## config.mk

```make
export PLATFORM = sky130hd
export DESIGN_NAME = pmc_cordic
export DESIGN_NICKNAME = d
export VERILOG_FILES = /design/src/hw/rtl/pmc_pkg.sv /design/src/hw/rtl/pmc_cordic.sv
export SDC_FILE = /design/constraint.sdc
export NUM_CORES = 1
export LEC_CHECK = 0
export ABC_AREA = 0
export BUFFER_PORTS_ARGS = -buffer_cell sky130_fd_sc_hd__buf_2
export CAP_MARGIN = 10
export CORE_MARGIN = 1.5
export CORE_UTILIZATION = 30
export DETAILED_ROUTE_END_ITERATION = 12
export PLACE_DENSITY_LB_ADDON = 0.3
export REMOVE_ABC_BUFFERS = 1
export SLEW_MARGIN = 10
export SYNTH_ARGS = -nofsm -noshare
export SYNTH_HDL_FRONTEND = slang
export SYNTH_SLANG_ARGS = --single-unit
```

## constraint.sdc

```tcl
create_clock -name aclk -period 9.19 [get_ports aclk]
set_clock_uncertainty 0.05 [all_clocks]
set_input_delay 1.838 -clock aclk [delete_from_list [all_inputs] [get_ports aclk]]
set_output_delay 1.838 -clock aclk [all_outputs]
set_load 0.01 [all_outputs]
```

## src/hw/rtl/pmc_pkg.sv

```systemverilog
package pmc_pkg;

    localparam int MAX_MATCHES_DEF = 64;
    localparam int RESULT_CAP      = 64;
    localparam int COORD_W         = 16;
    localparam int ANGLE_W         = 13;
    localparam int INDEX_W         = 6;
    localparam int DELTA_W         = 17;
    localparam int DIR_W           = 14;
    localparam int CHUNK_W         = 8;
    localparam int CORDIC_ITERS    = 16;

    localparam logic [ANGLE_W-1:0] TOL_RESET = 13'd160;

    // direction angles in sixteenths of a degree
    localparam logic signed [DIR_W-1:0] DIR_UP    = 14'sd1440;
    localparam logic signed [DIR_W-1:0] DIR_DOWN  = 14'sd4320;
    localparam logic signed [DIR_W-1:0] HALF_TURN = 14'sd2880;
    localparam logic [12:0]             PHI_MAX   = 13'd1440;

    typedef logic signed [DELTA_W-1:0] delta_t;
    typedef logic signed [DIR_W-1:0]   dir_t;

    typedef struct packed {
        logic [COORD_W-1:0] x;
        logic [COORD_W-1:0] y;
        logic [ANGLE_W-1:0] a;
    } point_t;

    typedef struct packed {
        point_t q;
        point_t t;
    } match_t;

    typedef struct packed {
        logic   start;
        delta_t dx;
        delta_t dy;
    } cordic_req_t;

    typedef struct packed {
        logic done;
        dir_t dir;
    } cordic_rsp_t;

    // arctangent of 2^-i in 1/4096 degree
    function automatic logic [17:0] cordic_atan(input logic [3:0] i);
        logic [17:0] v;
        case (i)
            4'd0:    v = 18'd184320;
            4'd1:    v = 18'd108810;
            4'd2:    v = 18'd57492;
            4'd3:    v = 18'd29184;
            4'd4:    v = 18'd14649;
            4'd5:    v = 18'd7331;
            4'd6:    v = 18'd3667;
            4'd7:    v = 18'd1833;
            4'd8:    v = 18'd917;
            4'd9:    v = 18'd458;
            4'd10:   v = 18'd229;
            4'd11:   v = 18'd115;
            4'd12:   v = 18'd57;
            4'd13:   v = 18'd29;
            4'd14:   v = 18'd14;
            default: v = 18'd7;
        endcase
        return v;
    endfunction

    function automatic logic [3:0] pop_chunk(input logic [CHUNK_W-1:0] v);
        logic [3:0] c;
        c = '0;
        for (int b = 0; b < CHUNK_W; b++) begin
            c = c + {3'b0, v[b]};
        end
        return c;
    endfunction

endpackage

```

## src/hw/rtl/pmc_cordic.sv

```systemverilog
module pmc_cordic
    import pmc_pkg::*;
(
    input  logic        aclk,
    input  logic        aresetn,
    input  cordic_req_t req,
    output cordic_rsp_t rsp
);

    localparam int XW = 27;
    localparam int ZW = 21;

    typedef enum logic [2:0] {
        C_IDLE = 3'b001,
        C_ITER = 3'b010,
        C_FIN  = 3'b100
    } cstate_t;

    cstate_t state_reg, state_next;
    logic signed [XW-1:0] x_reg, x_next, y_reg, y_next;
    logic signed [ZW-1:0] z_reg, z_next;
    logic [3:0] it_reg, it_next;
    logic xneg_reg, xneg_next, yneg_reg, yneg_next;
    logic done_reg, done_next;
    dir_t dir_reg, dir_next;

    delta_t ndx, ndy;
    logic [COORD_W-1:0] ax, ay;
    logic signed [XW-1:0] xs, yabs, ys_mag, ys;
    logic signed [ZW-1:0] atan_s, zc, zs;
    logic [12:0] rnd;
    logic [11:0] phi;
    dir_t phi_s;

    always_comb begin
        ndx    = -req.dx;
        ndy    = -req.dy;
        ax     = req.dx[DELTA_W-1] ? ndx[COORD_W-1:0] : req.dx[COORD_W-1:0];
        ay     = req.dy[DELTA_W-1] ? ndy[COORD_W-1:0] : req.dy[COORD_W-1:0];
        xs     = x_reg >>> it_reg;
        yabs   = y_reg[XW-1] ? -y_reg : y_reg;
        ys_mag = yabs >>> it_reg;
        // truncate toward zero for a negative y
        ys     = y_reg[XW-1] ? -ys_mag : ys_mag;
        atan_s = signed'({3'b000, cordic_atan(it_reg)});
        zc     = z_reg[ZW-1] ? '0 : z_reg;
        zs     = zc + ZW'(128);
        rnd    = zs[20:8];
        phi    = (rnd > PHI_MAX) ? PHI_MAX[11:0] : rnd[11:0];
        phi_s  = signed'({2'b00, phi});
    end

    always_comb begin
        state_next = state_reg;
        x_next     = x_reg;
        y_next     = y_reg;
        z_next     = z_reg;
        it_next    = it_reg;
        xneg_next  = xneg_reg;
        yneg_next  = yneg_reg;
        done_next  = 1'b0;
        dir_next   = dir_reg;
        unique case (state_reg)
            C_IDLE: begin
                if (req.start) begin
                    xneg_next = req.dx[DELTA_W-1];
                    yneg_next = req.dy[DELTA_W-1];
                    x_next    = signed'({3'b000, ax, 8'h00});
                    y_next    = signed'({3'b000, ay, 8'h00});
                    z_next    = '0;
                    it_next   = '0;
                    if (req.dx == '0) begin
                        dir_next  = req.dy[DELTA_W-1] ? DIR_DOWN : DIR_UP;
                        done_next = 1'b1;
                    end else if (ay == '0) begin
                        state_next = C_FIN;
                    end else begin
                        state_next = C_ITER;
                    end
                end
            end
            C_ITER: begin
                if (!y_reg[XW-1]) begin
                    x_next = x_reg + ys;
                    y_next = y_reg - xs;
                    z_next = z_reg + atan_s;
                end else begin
                    x_next = x_reg - ys;
                    y_next = y_reg + xs;
                    z_next = z_reg - atan_s;
                end
                it_next = it_reg + 4'd1;
                if (it_reg == 4'(CORDIC_ITERS - 1)) begin
                    state_next = C_FIN;
                end
            end
            C_FIN: begin
                if (!xneg_reg) begin
                    dir_next = yneg_reg ? -phi_s : phi_s;
                end else begin
                    dir_next = yneg_reg ? (phi_s - HALF_TURN) : (HALF_TURN - phi_s);
                end
                done_next  = 1'b1;
                state_next = C_IDLE;
            end
            default: state_next = C_IDLE;
        endcase
    end

    always_ff @(posedge aclk) begin
        if (!aresetn) begin
            state_reg <= C_IDLE;
            done_reg  <= 1'b0;
        end else begin
            state_reg <= state_next;
            done_reg  <= done_next;
        end
    end

    always_ff @(posedge aclk) begin
        x_reg    <= x_next;
        y_reg    <= y_next;
        z_reg    <= z_next;
        it_reg   <= it_next;
        xneg_reg <= xneg_next;
        yneg_reg <= yneg_next;
        dir_reg  <= dir_next;
    end

    assign rsp.done = done_reg;
    assign rsp.dir  = dir_reg;

endmodule

```

# [After elaboration in Yosys (flattened, before gate mapping)]
# Memories as Yosys holds them, arrays and structs flattened. A register that Yosys moved wholly into a read port is not among the register bits.
# Cells that the tools add are included.
[totals] word_cells=77 ff_bits=99 n_memories=1 rom_bits=288
[op_classes] addsub=15 n_reduce_logical=8 n_eq_ne=8 shifts=2 muxes=33 n_lt_le_gt_ge=1
[memory_table] memory="(name not given)" depth=16 word_bits=18 read_ports=1 rd_ports_with_merged_regs=1 wr=0 line="pmc_pkg.sv:49" source="case (i)"
[ops] op="2-to-1 mux 27 bit" n=6
[ops] op="one-hot mux 27 bit (2 select lines)" n=2
[ops] op="2-to-1 mux 14 bit" n=5
[ops] op="adder 27 bit" n=2
[ops] op="negator 27 bit" n=2
[ops] op=">>> shifter 27 x 4 -> 27 bit" n=2
[ops] op="subtractor 27 bit" n=2
[ops] op="2-to-1 mux 21 bit" n=2
[ops] op="one-hot mux 21 bit (2 select lines)" n=1
[ops] op="2-to-1 mux 16 bit" n=2
[ops] op="negator 16 bit" n=2
[ops] op="one-hot mux 14 bit (2 select lines)" n=1
[ops] op="adder 20 x 8 -> 21 bit (second input constant)" n=1
[ops] op="adder 21 x 19 -> 21 bit" n=1
[ops] op="subtractor 21 x 19 -> 21 bit" n=1
[ops] op="2-to-1 mux 20 bit" n=1
[ops] op="zero test 17 bit" n=1
[ops] op="zero test 16 bit" n=1
[ops] op="negator 12 -> 14 bit" n=1
[ops] op="greater-than comparator 13 x 11 -> 1 bit (second input constant)" n=1
[ops] op="2-to-1 mux 13 bit" n=1
[ops] op="subtractor 12 x 12 -> 13 bit (first input constant)" n=1
[ops] op="subtractor 12 x 12 -> 13 bit (second input constant)" n=1
[ops] op="2-to-1 mux 12 bit" n=1
[ops] op="15 further kinds" n=26

# [Longest topological paths before layout]
# Gate-level depths: netlist of run 1.
[logic_depth] word_depth=8 ltp_mapped=32

# [Worst setup path before layout of run 1]
# No wires, ideal clock.
[synth_timing] path_type="flip-flop to flip-flop" startpoint="register y_reg[1]" endpoint="register x_reg[26], data pin" slack_ns=2.517 path_buffers=2 stages_incl_launch_ff=33 arrival_ns=6.357 path_cell_list="edfxtp_1 -> inv_1 -> ha_1 -> or3b_2 -> clkbuf_1 -> o211ai_1 -> a32oi_1 -> or2_2 -> clkbuf_1 -> o22ai_1 -> nor3_2 -> ha_1 -> o21ai_0 -> ha_1 -> mux2_2 -> xnor2_1 -> ha_1 -> a21o_1 -> a21oi_1 -> nor2b_1 -> o21a_1 -> o21ai_0 -> a21o_1 -> a31oi_1 -> a41oi_1 -> a21oi_1 -> a41o_1 -> nor4_1 -> o311ai_0 -> a21o_1 -> a21oi_1 -> xor2_1 -> nor2_1"
[synth_via] elab_chain_len=8
[synth_rtl] element="start, declared" line="pmc_cordic.sv:20" source="logic signed [XW-1:0] x_reg, x_next, y_reg, y_next;"
[synth_rtl] element="start signal, assigned" line="pmc_cordic.sv:122" source="y_reg <= y_next;"
[synth_rtl] element="negator 27 bit" line="pmc_cordic.sv:41" source="yabs = y_reg[XW-1] ? -y_reg : y_reg;"
[synth_rtl] element="2-to-1 mux 27 bit *" line="pmc_cordic.sv:41"
[synth_rtl] element=">>> shifter 27 x 4 -> 27 bit *" line="pmc_cordic.sv:42" source="ys_mag = yabs >>> it_reg;"
[synth_rtl] element="negator 27 bit" line="pmc_cordic.sv:44" source="ys = y_reg[XW-1] ? -ys_mag : ys_mag;"
[synth_rtl] element="2-to-1 mux 27 bit *" line="pmc_cordic.sv:44"
[synth_rtl] element="adder 27 bit / subtractor 27 bit (equally long branches)" line="pmc_cordic.sv:84, pmc_cordic.sv:88"
[synth_rtl] element="2-to-1 mux 27 bit *" line="pmc_cordic.sv:83" source="if (!y_reg[XW-1]) begin"
[synth_rtl] element="one-hot mux 27 bit (2 select lines) *" line="pmc_cordic.sv:63" source="unique case (state_reg)"
[synth_rtl] element="end signal, assigned" line="pmc_cordic.sv:121" source="x_reg <= x_next;"
[synth_rtl] element="end, declared" line="pmc_cordic.sv:20"
# Mark *: on every way between the ends. The rest lies on a longest branch, timed or not.
# A chain may end at the register's enable or synchronous reset.

# [Worst setup path after layout of run 1]
# Ends and elaborated chain as after synthesis.

==> metrics.json, run 1 <==
{
  "hold_path_class": {"value": "flop to flop"},
  "period_minus_slack": {"value": 8060, "unit": "ps"},
  "cts_inserted_buffers": {"value": 17},
  "dp_hpwl": {"value": 37300, "unit": "microns"},
  "finalMaxSlewViolations": {"value": 0},
  "cts-root-buf": {"value": "sky130_fd_sc_hd__clkbuf_16"},
  "slew_at_the_pin_with_the_worst_max_slew_slack": {"value": 1030, "unit": "ps"},
  "gr-usage-all-layers": {"value": 0.184},
  "drt-met1-wl": {"value": 23200, "unit": "microns"},
  "buffers_inserted_by_post_cts_timing_repair": {"value": 0},
  "grt_total_ovfl": {"value": 0},
  "finish.cell_count_without_fillers": {"value": 2626},
  "worst_skew_pair.late_latency": {"value": 470, "unit": "ps"},
  "grt_antenna_before_repair": {"value": 1},
  "synth_enable_flop_cells": {"value": 95},
  "report.final.hold_viol_count": {"value": 0},
  "hold_path_startpoint": {"value": "z_reg[0]"},
  "timing.setup.critical_path_class": {"value": "flop to flop"},
  "cp_data_arrival_time": {"value": 8190, "unit": "ps"},
  "post_route_cells_drive_above_1_share": {"value": 0.114},
  "ys.warnings.count": {"value": 0},
  "maxUsedRoutingLayer": {"value": "met4"},
  "timing.fmax": {"value": 124, "unit": "MHz"},
  "cts_hold_buffers": {"value": 0},
  "cts.reportedPaths.clkPinSlew": {"value": 70, "unit": "ps"},
  "timing.reg2reg.setup_slack": {"value": 1140, "unit": "ps"},
  "maximum_buffer_depth_of_the_clock_tree": {"value": 2},
  "area_of_the_die": {"value": 53100, "unit": "sq um"},
  "yosys.cell_types.count": {"value": 109},
  "buffer_ports.inserted": {"value": 51},
  "floorplan.initialDensity": {"value": 0.303},
  "cpMaxStageDelayCell": {"value": "sky130_fd_sc_hd__nor3b_2"},
  "ys.flop_type": {"value": "sky130_fd_sc_hd__edfxtp_1"},
  "met3_length": {"value": 2930, "unit": "microns"},
  "crit_end": {"value": "x_reg[26]"},
  "design.portCount": {"value": 52},
  "worstPathBufferInverterCount": {"value": 1},
  "placement_rows": {"value": 83},
  "setup_repair_after_global_routing_missed_its_margin": {"value": "no"},
  "detail_route.wl_per_cell": {"value": 18.8, "unit": "microns"},
  "setup-tns-final": {"value": 0, "unit": "ps"},
  "timing.max_cap.violations": {"value": 0},
  "detailedRoute.firstPassIterationCount": {"value": 7},
  "post_drt_via_cell_ratio": {"value": 5.68},
  "worstReg2RegEnd": {"value": "x_reg[26]"},
  "area_growth_syn_to_layout": {"value": 8.79, "unit": "%"},
  "place_inst": {"value": 2594},
  "asyncSetResetFlopFracSynth": {"value": 0},
  "gp_congestion": {"value": 0.947},
  "share_of_the_synthesized_area_in_the_top_cell_type": {"value": 0.184},
  "clkSinkCount": {"value": 117},
  "fp.coreArea": {"value": 51200, "unit": "sq um"},
  "drc": {"value": 0},
  "timing.final.setup_violations": {"value": 0},
  "first_global_vias": {"value": 14000},
  "synth_seq_area_share": {"value": 0.212},
  "largest_net_degree_at_the_start_of_global_routing": {"value": 75},
  "peak_supply_drop": {"value": 0.134, "unit": "mV"},
  "drtAntennaViolNets": {"value": 0},
  "synth.largest_area_cell": {"value": "sky130_fd_sc_hd__edfxtp_1"},
  "power.leakage": {"value": 6.31, "unit": "nW"},
  "cells_on_worst_reg2reg_path": {"value": 29},
  "grt_pass1_wl": {"value": 78400, "unit": "microns"},
  "avgSynthCellArea": {"value": 7.93, "unit": "sq um"},
  "netlist_top_cells_count": {"value": "sky130_fd_sc_hd__nor2_1 (198), sky130_fd_sc_hd__nand2_1 (186), sky130_fd_sc_hd__a21oi_1 (127)"},
  "insertedDiodeCount": {"value": 0},
  "max_stage_delay": {"value": 850, "unit": "ps"},
  "wl_met2": {"value": 21900, "unit": "microns"},
  "route.final.wire_length": {"value": 49400, "unit": "microns"},
  "cts_htree_levels": {"value": 4},
  "cts_tree": {"value": "done"},
  "dr_total_vias": {"value": 14900},
  "critical_path_depth": {"value": 29},
  "seq_area": {"value": 3290, "unit": "sq um"},
  "nFillCells": {"value": 5360},
  "syn-instance-count": {"value": 1959},
  "detailedRoute.firstIterationViolations": {"value": 1357},
  "worst_r2r_startpoint": {"value": "y_reg[1]"},
  "final_min_period_over_clock_period": {"value": 0.876},
  "area_used_by_multi_input_combinational_logic": {"value": 11500, "unit": "sq um"},
  "synth.ff_latch_count": {"value": 117},
  "chipWidth": {"value": 231, "unit": "microns"},
  "power.density_cell_area": {"value": 200, "unit": "nW/um^2"},
  "crit_required": {"value": 9320, "unit": "ps"},
  "critPathMaxFanout": {"value": 17},
  "nets": {"value": 2064},
  "timing.max_slew.rel_slack": {"value": 0.307},
  "crit_path_start": {"value": "y_reg[1]"},
  "result_of_the_run": {"value": "finished, final reports clean"},
  "critPathCaptureType": {"value": "flop"},
  "synth_most_common_cell": {"value": "sky130_fd_sc_hd__nor2_1"},
  "leading_cell_types_by_total_area_after_synthesis": {"value": "sky130_fd_sc_hd__edfxtp_1 (18%), sky130_fd_sc_hd__ha_1 (7.3%), sky130_fd_sc_hd__xnor2_1 (6.7%)"},
  "cts.repair.resized": {"value": 0},
  "critical-path-top-delay-family": {"value": "compound AO/OA/AOI/OAI gates"},
  "setup.worst_path.start_class": {"value": "flop"},
  "die_h": {"value": 231, "unit": "microns"},
  "synthesis.area": {"value": 15500, "unit": "sq um"}
}
-- metrics by stage --
step                utilization  total power, mW  setup WS, ps  area [sq um]  hold slack [ps]
floorplan                     -             2.18           779         15000              580
global placement          0.318             2.61          1600         16300              656
detailed placement        0.318             2.64          1340         16300              676
CTS                       0.330             3.38          1280         16900              690
global route              0.330             3.63           448         16900              725
finish                    0.330             3.38          1140         16900              691
-- layer usage --
metal / up-vias / GRT usage
met5: - / 0
met2: 520 / 0.286
met4: 0 / 0.0656
met3: 89 / 0.0256
li1: 7229 / -
met1: 7089 / 0.259
-- report_power, final --
part,total (mW),switching (mW),internal (mW)
Combinational,1.90,1.12,0.783
Sequential,0.757,0.107,0.650
Clock,0.728,0.300,0.429
Total,3.38,1.52,1.86
-- area by class of cell --
type	instances	share of cell area
clock inverter	14	0.0105
inverter	72	0.0161
clock buffer	18	0.0254
timing repair buffer	71	0.0240
sequential	117	0.195
tap	680	0.0504
multi-input combinational	1654	0.679
-- cell usage in the layout (no fill, tap or decap), types with 13 or more instances in the layout --
| cell | instances |
|---|---|
| sky130_fd_sc_hd__a211oi_1 | 21 |
| sky130_fd_sc_hd__a21o_1 | 25 |
| sky130_fd_sc_hd__a21oi_1 | 127 |
| sky130_fd_sc_hd__a31oi_1 | 31 |
| sky130_fd_sc_hd__and2_1 | 31 |
| sky130_fd_sc_hd__and3_1 | 24 |
| sky130_fd_sc_hd__buf_2 | 51 |
| sky130_fd_sc_hd__buf_4 | 20 |
| sky130_fd_sc_hd__clkbuf_16 | 17 |
| sky130_fd_sc_hd__dfxtp_1 | 22 |
| sky130_fd_sc_hd__edfxtp_1 | 95 |
| sky130_fd_sc_hd__ha_1 | 91 |
| sky130_fd_sc_hd__inv_1 | 70 |
| sky130_fd_sc_hd__mux2i_1 | 35 |
| sky130_fd_sc_hd__mux4_2 | 29 |
| sky130_fd_sc_hd__nand2_1 | 186 |
| sky130_fd_sc_hd__nand2b_1 | 26 |
| sky130_fd_sc_hd__nand3_1 | 72 |
| sky130_fd_sc_hd__nand4_1 | 18 |
| sky130_fd_sc_hd__nor2_1 | 198 |
| sky130_fd_sc_hd__nor2b_1 | 32 |
| sky130_fd_sc_hd__nor3_1 | 58 |
| sky130_fd_sc_hd__nor4_1 | 31 |
| sky130_fd_sc_hd__o211ai_1 | 18 |
| sky130_fd_sc_hd__o21a_1 | 13 |
| sky130_fd_sc_hd__o21ai_0 | 117 |
| sky130_fd_sc_hd__o21bai_1 | 18 |
| sky130_fd_sc_hd__o31ai_1 | 16 |
| sky130_fd_sc_hd__o41ai_1 | 14 |
| sky130_fd_sc_hd__or2_2 | 21 |
| sky130_fd_sc_hd__or3_1 | 22 |
| sky130_fd_sc_hd__xnor2_1 | 118 |
| sky130_fd_sc_hd__xor2_1 | 57 |
-- worst register-to-register path, delay by kind of cell, from the launching register on --
family / cells / cell delay, ps
AOI/OAI and AO/OA: 14 / 3610
xor gates and xnor gates: 3 / 510
adders and majority gates: 3 / 950
buffers and inverters: 1 / 110
DFF: 1 / 520
muxes: 1 / 260
and+or+nand+nor: 7 / 1740
-- how the worst min path moves through the flow --
stage,end,slack (ps),cells past startpoint
CTS,state_reg[2],690,3
floorplan,state_reg[2],580,3
global route,state_reg[2],720,3
detailed placement,state_reg[2],680,3
global placement,state_reg[2],660,3
finish,z_reg[0],690,3
-- kinds of logic (layout without fill, tap and decap cells) --
family | Yosys count | after routing | share of synthesized area
and+or+nand+nor | 781 | 781 | 0.260
AOI/OAI and AO/OA | 530 | 530 | 0.230
buffers and inverters | 188 | 175 | 0.0499
xor gates and xnor gates | 175 | 175 | 0.0987
DFF | 117 | 117 | 0.212
adders and majority gates | 94 | 94 | 0.0772
muxes | 74 | 74 | 0.0721
(Power assumes the default switching activity.)
==> run 2, diff against run 1 <==
- REMOVE_ABC_BUFFERS: 1 -> unset
==> run 2 against run 1 <==
Against the previous run: critical path depth increased by 1; critical endpoint unchanged; first-iteration DRC count is 3.1% lower; final cell count about the same; non-clock buffer count is 2 higher; die area unchanged; final area is essentially flat; setup slack worse by 110 ps; largest cell class unchanged; sequential cell count unchanged.
==> metrics.json, run 2 (synthesized netlist as in run 1, its figures left out) <==
{
  "timing.setup.critical_path_class": {"value": "flop to flop"},
  "critPathMaxFanout": {"value": 17, "change": "unchanged"},
  "crit_required": {"value": 9340, "unit": "ps", "change": "+20 ps"},
  "report.final.hold_viol_count": {"value": 0, "change": "unchanged"},
  "cpMaxStageDelayCell": {"value": "sky130_fd_sc_hd__nor3b_2"},
  "setup-tns-final": {"value": 0, "unit": "ps", "change": "unchanged"},
  "largest_net_degree_at_the_start_of_global_routing": {"value": 69, "change": "-8.0%"},
  "gp_congestion": {"value": 0.968, "change": "+2.2%"},
  "mappedNetlistNets": {"value": 2090},
  "timing.max_cap.violations": {"value": 0, "change": "unchanged"},
  "insertedDiodeCount": {"value": 0, "change": "unchanged"},
  "finalMaxSlewViolations": {"value": 0, "change": "unchanged"},
  "chipWidth": {"value": 231, "unit": "microns", "change": "unchanged"},
  "cts.repair.resized": {"value": 0, "change": "unchanged"},
  "setup_repair_after_global_routing_missed_its_margin": {"value": "no"},
  "total_power": {"value": 3.36, "unit": "mW", "change": "-0.71%"},
  "timing.reg2reg.setup_slack": {"value": 1020, "unit": "ps", "change": "-110 ps"},
  "grt_antenna_before_repair": {"value": 0, "change": "-1"},
  "critPathCaptureType": {"value": "flop"},
  "preCtsSetupSlack": {"value": 1290, "unit": "ps", "change": "-47.6 ps"},
  "cts_htree_levels": {"value": 4, "change": "unchanged"},
  "power.leakage": {"value": 6.32, "unit": "nW", "change": "+0.17%"},
  "mostFrequentLayoutCell": {"value": "sky130_fd_sc_hd__nor2_1"},
  "detail_route.wl_per_cell": {"value": 19.6, "unit": "microns", "change": "+4.2%"},
  "finalCoreUtilization": {"value": 0.330, "change": "about the same"},
  "drc": {"value": 0, "change": "unchanged"},
  "clkSinkCount": {"value": 117, "change": "unchanged"},
  "place_inst": {"value": 2596, "change": "+0.077%"},
  "timing.final.setup_violations": {"value": 0, "change": "unchanged"},
  "hold_path_class": {"value": "flop to flop"},
  "detailedRoute.firstIterationViolations": {"value": 1315, "change": "-3.1%"},
  "worstPathBufferInverterCount": {"value": 1, "change": "unchanged"},
  "whs_path_depth": {"value": 3, "change": "unchanged"},
  "peak_supply_drop": {"value": 0.159, "unit": "mV", "change": "+19%"},
  "post_drt_via_cell_ratio": {"value": 5.74, "change": "+1.0%"},
  "cts_tree": {"value": "done"},
  "grt_total_ovfl": {"value": 0, "change": "unchanged"},
  "worstReg2RegEnd": {"value": "x_reg[26]"},
  "placement_rows": {"value": 83, "change": "unchanged"},
  "die_h": {"value": 231, "unit": "microns", "change": "unchanged"},
  "cts_inserted_buffers": {"value": 17, "change": "unchanged"},
  "final.hold.worst_slack": {"value": 658, "unit": "ps", "change": "-32.7 ps"},
  "drtAntennaViolNets": {"value": 0, "change": "unchanged"},
  "floorplan.initialDensity": {"value": 0.303, "change": "unchanged"},
  "max_stage_delay": {"value": 960, "unit": "ps", "change": "+110 ps"},
  "cts_hold_buffers": {"value": 0, "change": "unchanged"},
  "nets": {"value": 2066, "change": "+0.097%"},
  "final_min_period_over_clock_period": {"value": 0.889, "change": "+0.0123"},
  "dr_total_vias": {"value": 15100, "change": "+1.1%"},
  "post_detailed_placement_cell_area": {"value": 16300, "unit": "sq um", "change": "+0.17%"},
  "dp_hpwl": {"value": 39200, "unit": "microns", "change": "+5.0%"},
  "post_route_cells_drive_above_1_share": {"value": 0.115, "change": "+0.00142"},
  "area_of_the_die": {"value": 53100, "unit": "sq um", "change": "unchanged"},
  "cts.reportedPaths.clkPinSlew": {"value": 60, "unit": "ps", "change": "about the same"},
  "design.portCount": {"value": 52, "change": "unchanged"},
  "maximum_buffer_depth_of_the_clock_tree": {"value": 2, "change": "unchanged"},
  "fp.coreArea": {"value": 51200, "unit": "sq um", "change": "unchanged"},
  "cells_on_worst_reg2reg_path": {"value": 30, "change": "+3.4%"},
  "whs_endpoint": {"value": "state_reg[2]"},
  "critical-path-top-delay-family": {"value": "compound AO/OA/AOI/OAI gates"},
  "period_minus_slack": {"value": 8170, "unit": "ps", "change": "+113 ps"},
  "grt_pass1_wl": {"value": 81500, "unit": "microns", "change": "+3.9%"},
  "cp_data_arrival_time": {"value": 8310, "unit": "ps", "change": "+120 ps"},
  "gr-usage-all-layers": {"value": 0.193, "change": "+0.00890"},
  "detailedRoute.firstPassIterationCount": {"value": 6, "change": "-1"},
  "buffer_ports.inserted": {"value": 51, "change": "unchanged"},
  "timing.max_slew.rel_slack": {"value": 0.209, "change": "-0.0977"},
  "hold_path_startpoint": {"value": "state_reg[0]"},
  "worst_r2r_startpoint": {"value": "y_reg[1]"},
  "fin_area": {"value": 16900, "unit": "sq um", "change": "about the same"},
  "timing.final.ws_setup": {"value": 1020, "unit": "ps", "change": "-113 ps"},
  "slew_at_the_pin_with_the_worst_max_slew_slack": {"value": 1180, "unit": "ps", "change": "+146 ps"},
  "finish.cell_count_without_fillers": {"value": 2628, "change": "+0.076%"},
  "setup.worst_path.start_class": {"value": "flop"},
  "area_growth_syn_to_layout": {"value": 8.89, "unit": "%", "change": "about the same"},
  "route.final.wire_length": {"value": 51500, "unit": "microns", "change": "+4.3%"},
  "worst_skew_pair.late_latency": {"value": 460, "unit": "ps", "change": "about the same"},
  "timing.fmax": {"value": 122, "unit": "MHz", "change": "-1.4%"},
  "power.density_cell_area": {"value": 199, "unit": "nW/um^2", "change": "-0.80%"},
  "mostFrequentLayoutCells": {"value": "sky130_fd_sc_hd__nor2_1 (198), sky130_fd_sc_hd__nand2_1 (186), sky130_fd_sc_hd__a21oi_1 (127)"},
  "first_global_vias": {"value": 14300, "change": "+2.2%"},
  "buffers_inserted_by_post_cts_timing_repair": {"value": 0, "change": "unchanged"},
  "cts-root-buf": {"value": "sky130_fd_sc_hd__clkbuf_16"},
  "result_of_the_run": {"value": "finished, final reports clean"}
}
==> run 2: changes by cell type in the layout (fill, tap and decap cells not counted) <==
| cell | delta |
|---|---|
| sky130_fd_sc_hd__buf_4 | +1 |
| sky130_fd_sc_hd__clkinv_4 | -2 |
| sky130_fd_sc_hd__inv_6 | +2 |
| sky130_fd_sc_hd__inv_8 | +2 |
| sky130_fd_sc_hd__clkbuf_1 | -1 |
| sky130_fd_sc_hd__buf_12 | +1 |
| sky130_fd_sc_hd__bufinv_16 | -1 |
==> run 2: how the worst max path moves through the flow <==
stage,from,depth (start not counted),to,slack (ps)
floorplan,y_reg[1],32,x_reg[26],2520
global placement,y_reg[1],30,x_reg[26],1470
detailed placement,y_reg[1],30,x_reg[26],1290
CTS,y_reg[1],30,x_reg[26],1220
global route,y_reg[1],29,x_reg[26],430
finish,y_reg[1],30,x_reg[26],1020
==> run 2: power breakdown <==
group | leakage, nW | internal (mW) | switching, mW
sequential | 1.10 | 0.650 | 0.117
clock | 0.283 | 0.405 | 0.288
combinational | 4.94 | 0.785 | 1.11
total | 6.32 | 1.84 | 1.52
==> run 2: routing by layer <==
metal,vias up,wire [microns],global-route usage
li1,7224,-,-
met1,7330,22700,0.248
met2,444,24700,0.326
met3,90,2330,0.0250
met4,0,1810,0.0782
met5,-,0,0
==> run 2: tightest hold or removal path: cells and delay by family (launching register included) <==
kind             cells  cell delay (ps)
AND/OR/NAND/NOR      2              230
flip-flops           1              350
AO/OA/AOI/OAI        1               80
==> run 2: cell type report <==
type / instances / area [sq um]
clock inverter: 15 / 170
timing repair buffer: 73 / 433
clock buffer: 17 / 425
multi-input combinational: 1654 / 11500
sequential: 117 / 3290
inverter: 72 / 272
tap: 680 / 851
fill: 5386 / 34300
